<file path="config.mk">
export PLATFORM = sky130hd
export DESIGN_NAME = bamr_cfg
export DESIGN_NICKNAME = d
export VERILOG_FILES = /design/src/rtl/bamr_pkg.sv /design/src/rtl/bamr_cfg.sv
export SDC_FILE = /design/constraint.sdc
export NUM_CORES = 1
export LEC_CHECK = 0
export BUFFER_PORTS_ARGS = -buffer_cell sky130_fd_sc_hd__buf_4
export CORE_MARGIN = 8
export CORE_UTILIZATION = 35
export CTS_BUF_LIST = sky130_fd_sc_hd__clkbuf_2 sky130_fd_sc_hd__clkbuf_4 sky130_fd_sc_hd__clkbuf_8
export DETAILED_ROUTE_END_ITERATION = 16
export GPL_ROUTABILITY_DRIVEN = 0
export PLACE_DENSITY = 0.88
export SLEW_MARGIN = 40
export SYNTH_ARGS = -nofsm -noshare
export SYNTH_HDL_FRONTEND = slang
export SYNTH_SLANG_ARGS = --single-unit
</file>
<file path="constraint.sdc">
create_clock -name i_clk -period 0.8 [get_ports i_clk]
set_input_delay 0.04 -clock i_clk [delete_from_list [all_inputs] [get_ports i_clk]]
set_output_delay 0.04 -clock i_clk [all_outputs]
set_load 0.02 [all_outputs]
</file>
<file path="src/rtl/bamr_pkg.sv">
// ----------------------------------------------------------------------------
// bamr_pkg
// Shared types and constants of the bit-vector approximate matcher.
// ----------------------------------------------------------------------------
package bamr_pkg;

    // Request command codes
    localparam logic [1:0] CMD_CLEAR = 2'd0;
    localparam logic [1:0] CMD_LOAD  = 2'd1;
    localparam logic [1:0] CMD_TEXT  = 2'd2;

    // Field widths fixed by the interface
    localparam int SYMBOL_BITS = 8;
    localparam int POS_IN_BITS = 6;
    localparam int SCORE_BITS  = 6;
    localparam int RANGE_BITS  = 32;

    // Configuration port
    localparam int PADDR_BITS   = 3;
    localparam int PDATA_BITS   = 32;
    localparam int REG_IDX_BIT  = 2;
    localparam logic REG_PATTERN_LENGTH = 1'b0;
    localparam logic REG_DIST_LIMIT     = 1'b1;

    localparam logic [5:0] PATTERN_LENGTH_RST = 6'd1;
    localparam logic [5:0] DIST_LIMIT_RST     = 6'd0;

    typedef struct packed {
        logic [5:0] pattern_length;
        logic [5:0] dist_limit;
    } t_cfg;

endpackage

</file>
<file path="src/rtl/bamr_cfg.sv">
// ----------------------------------------------------------------------------
// bamr_cfg
// APB register file holding pattern length and distance threshold.
// ----------------------------------------------------------------------------
module bamr_cfg (
    input  logic                              i_clk,
    input  logic                              i_rst_n,
    input  logic                              psel,
    input  logic                              penable,
    input  logic                              pwrite,
    input  logic [bamr_pkg::PADDR_BITS-1:0]   paddr,
    input  logic [bamr_pkg::PDATA_BITS-1:0]   pwdata,
    output logic [bamr_pkg::PDATA_BITS-1:0]   prdata,
    output logic                              pready,
    output bamr_pkg::t_cfg                    o_cfg
);

    bamr_pkg::t_cfg r_cfg;
    logic           wr_en;

    assign pready = 1'b1;
    assign wr_en  = psel & penable & pwrite;

    always_ff @(posedge i_clk) begin
        if (!i_rst_n) begin
            r_cfg.pattern_length <= bamr_pkg::PATTERN_LENGTH_RST;
            r_cfg.dist_limit     <= bamr_pkg::DIST_LIMIT_RST;
        end else if (wr_en) begin
            unique case (paddr[bamr_pkg::REG_IDX_BIT])
                bamr_pkg::REG_PATTERN_LENGTH: r_cfg.pattern_length <= pwdata[5:0];
                bamr_pkg::REG_DIST_LIMIT:     r_cfg.dist_limit     <= pwdata[5:0];
                default: ;
            endcase
        end
    end

    always_comb begin
        prdata = '0;
        unique case (paddr[bamr_pkg::REG_IDX_BIT])
            bamr_pkg::REG_PATTERN_LENGTH: prdata = bamr_pkg::PDATA_BITS'(r_cfg.pattern_length);
            bamr_pkg::REG_DIST_LIMIT:     prdata = bamr_pkg::PDATA_BITS'(r_cfg.dist_limit);
            default:                      prdata = '0;
        endcase
    end

    assign o_cfg = r_cfg;

endmodule

</file>
* Yosys cells after proc, flatten, opt, wreduce, memory -nomap -nowiden *
Index checks and enable logic that the tools add are counted.

cells by class
  mux-type cells = 1
  bitwise logic cells = 3
  reduce and logical (&&, ||, !) cells = 2

operator list
  operator           count
  $pmux W32 S2       1
  $reduce_and A2 Y1  2
  $and A1 B1 Y1      2
  $not A1 Y1         1

word-level totals
  register bits after elaboration = 12
  input port bits = 40
  word-level logic and storage cells = 8

* Logic depth before layout (Yosys ltp) *
  depth after elaboration = 3
  mapped depth = 4
  depth with buffers taken out = 2

* Worst setup path before layout *
OpenSTA, ideal clock, no wires.

  path type = reg2out
  start point = reg r_cfg, in the netlist o_cfg[0]
  end point = out prdata[0] (netlist name)
  arrival time = 0.699 ns
  required time = 0.760 ns
  setup slack = 0.061 ns
  stages on the path, launching flop included = 2
  cells stage by stage = dfxtp_1 -> mux2_2

between the ends
  word-level cells in the longest chain between the ends = 1

RTL lines
  element       line            text
  from (decl)   bamr_cfg.sv:18  bamr_pkg::t_cfg r_cfg;
  $pmux W32 S2  bamr_cfg.sv:39  unique case (paddr[bamr_pkg::REG_IDX_BIT])
  to (decl)     bamr_cfg.sv:13  output logic [bamr_pkg::PDATA_BITS-1:0] prdata,

No other way between the ends. The select of a mux whose other input is x is not followed.

* Worst setup path after layout *
  start point = reg r_cfg, in the netlist o_cfg[10]
  end point = out prdata[4] (netlist name)

The elaborated chain is that of the path after synthesis.

==> flow_summary_export.csv <==
group,metric,value,unit
status,outcome,"finished with violations",
status,violations,"setup timing",
synth,yosysTopAreaCell,"dfxtp_1",
finish,diodes,0,
synth,ys_types,11,
routing,wl_per_cell,13.3,um
synth,synth.top_cell.area_share,30.7,%
routing,dr.pass1.iters,4,
synth,ys_top_cells_by_area,"dfxtp_1 (31%), buf_4 (27%), mux2i_1 (15%)",
global_routing,grt_first_pass_wirelength,3.39,mm
finish,syn_to_final_growth,56.6,%
routing,via_per_inst,4.12,
timing,fmax,0.961,GHz
floorplanning,rows,17,
global_routing,grt_use_total,10.3,%
clock_network,clk_pin_slew_worst_paths,0.07,ns
pwr,p_per_area,1110,nW/um^2
synth,yosysWarnings,0,
global_routing,grt_max_degree,20,
synth,muxShareOfSynthArea,24.0,%
routing,drc,0,
placed_design,dpl_worst_slack,0.0180,ns
synth,yosysMostFrequentCell,"buf_4",
timing,clock_skew,0,ns
clock_network,cts_tree,"built",
timing,fin_hold_ws,0.0419,ns
timing,hold_viol_final,0,
synth,syn_inst,83,
timing,finalCriticalPeriod,1.04,ns
finish,drive_above_1_share,57.4,%
synth,synth_xor_area_share,0,%
synth,yosysSeqAreaShare,30.7,%
worst_setup_path,cp_slowest_cell,"dfxtp_2",
clock_network,insertion_delay,0.26,ns
synth,synth_top_family_by_area,"buffers and inverters",
clock_network,clock_sinks,12,
clock_network,holdBufCountCts,0,
synth,synth-simple-area-share,15.5,%
worst_setup_path,crit_chain,"mux2_4 > buf_6",
floorplanning,die_w,63.3,um
clock_network,clk_path_buf_depth,2,
timing,slew_viol_final,0,
synth,synthFlopType,"dfxtp_1",
synth,synth_edf_count,0,
routing,postRouteAntennaNets,0,
finish,finish.utilization,56.5,%
routing,vias,647,
routing,drtIter0Drc,8,
clock_network,h-tree-depth,1,
global_routing,grt_pass1_vias,703,
clock_network,cts_buffers,3,
floorplanning,io_pins,85,
timing,finalSetupViolations,19,
floorplanning,die_y,63.3,um
synth,synth_seq_cells,12,
global_routing,antenna_found_initial,0,
pwr,vdd_ir_drop_max,0.735,mV
routing,drt_wl_total,2.10,mm
placed_design,portBuffers,29,
worst_setup_path,critPathRequiredTime,0.76,ns
floorplanning,die-area,4010,um^2
synth,synth_area,783,um^2
worst_setup_path,crit_fanout,2,
global_routing,grt_overflow,0,
floorplanning,core-area,2170,um^2
synth,synth_compound_area_share,0,%
finish,final_nets,171,
worst_setup_path,cpPeakStageDelay,0.33,ns
clock_network,root_buffer,"clkbuf_4",
timing,rsz0062_at_grt,"true",
synth,async_flop_share,0,%
job,drv_cap,0,
worst_setup_path,worstSetupStartpointType,"register",
timing,setup_slack,-0.240,ns
pwr,power_leakage,0.685,nW
finish,final.fill_count,208,
timing,fin_crit_sh,130,%
synth,synthAdderAreaFrac,0,%
min_path,hold_path_class,"in2reg",
floorplanning,start_util,36.1,%
synth,synth.top_cells.by_count,"buf_4 (28), nand2_1 (17), dfxtp_1 (12), mux2i_1 (12), mux2_2 (6)",
worst_setup_path,crit_type,"reg2out",
synth,synth.avg_cell_area,9.44,um^2
worst_setup_path,setup.worst_path.end_class,"output pin",
placed_design,dp_hpwl,1.46,mm
finish,largest_reg_flops,12,
worst_setup_path,cp.arrival,1.00,ns
-- worst max-delay path: cells and delay by family (launching register included) --
kind,cells,cell delay (ns)
buf+inv,1,0.13
flops,1,0.33
mux,1,0.27
-- placed cells by master (no fill, tap or decap), drive strengths merged --
cell type  instances
mux2i             12
nor2b              2
mux2               6
clkbuf             3
nand4b             1
dfxtp             12
conb              27
nand2             17
nand4              1
buf               48
-- what timing repair did --
action                                 4_1_cts  5_1_grt
pin swaps                                    0        0
endpoints found under the hold margin        0        0
cloned                                       0        0
setup endpoints to repair                   18       20
resized for setup                           40       14
buffers inserted                            13        9
-- power breakdown --
part / internal (W) / leakage [nW] / switching (W)
logic: 0.000149 / 0.569 / 0.000234
clock network: 0.000174 / 0.0138 / 0.000180
registers: 0.000613 / 0.102 / 0.00000853
total: 0.000935 / 0.685 / 0.000422
-- per-layer routing --
| layer | track usage [%] | share of wire [%] | wire [um] | vias to the layer above |
|---|---|---|---|---|
| li1 | - | - | - | 313 |
| met1 | 9.72 | 36 | 747 | 295 |
| met2 | 17.5 | 52 | 1080 | 37 |
| met3 | 7.77 | 12 | 254 | 2 |
| met4 | 2.51 | 0.48 | 10 | 0 |
| met5 | 0 | 0 | 0 | - |
-- path summary, 6_finish.rpt --
check / startpoint / end / slack (ns) / cells past startpoint
min: pwdata[0] / o_cfg[0]$_SDFFE_PN0P_ / 0.04 / 3
min reg2reg: o_cfg[2]$_SDFFE_PN0P_ / o_cfg[2]$_SDFFE_PN0P_ / 0.57 / 3
max: o_cfg[10]$_SDFFE_PN0P_ / prdata[4] / -0.24 / 2
max reg2reg: o_cfg[8]$_SDFFE_PN0P_ / o_cfg[8]$_SDFFE_PN0P_ / -0.06 / 5
-- stage by stage --
stage	setup TNS [ns]	std cells	total power (W)	instance area, um^2
global route	-3.24	157	0.00145	1230
floorplan	0	108	0.000950	877
finish	-2.49	157	0.00136	1230
CTS	-2.32	151	0.00135	1140
global placement	0	135	0.000936	903
detailed placement	0	135	0.000942	903
-- area by class of cell --
cell class | instances | area, um^2 | area share, %
Multi-Input combinational cell | 66 | 440 | 35.9
Tap cell | 28 | 35.0 | 2.86
Clock buffer | 3 | 22.5 | 1.84
Sequential cell | 12 | 255 | 20.8
Timing Repair Buffer | 48 | 473 | 38.6
-- cells by family (layout without fill, tap and decap cells) --
family,Yosys count,count (layout)
buf+inv,30,51
simple gates,21,21
mux,18,18
other cells,2,27
flops,12,12
Power figures use the tool's default switching activity.
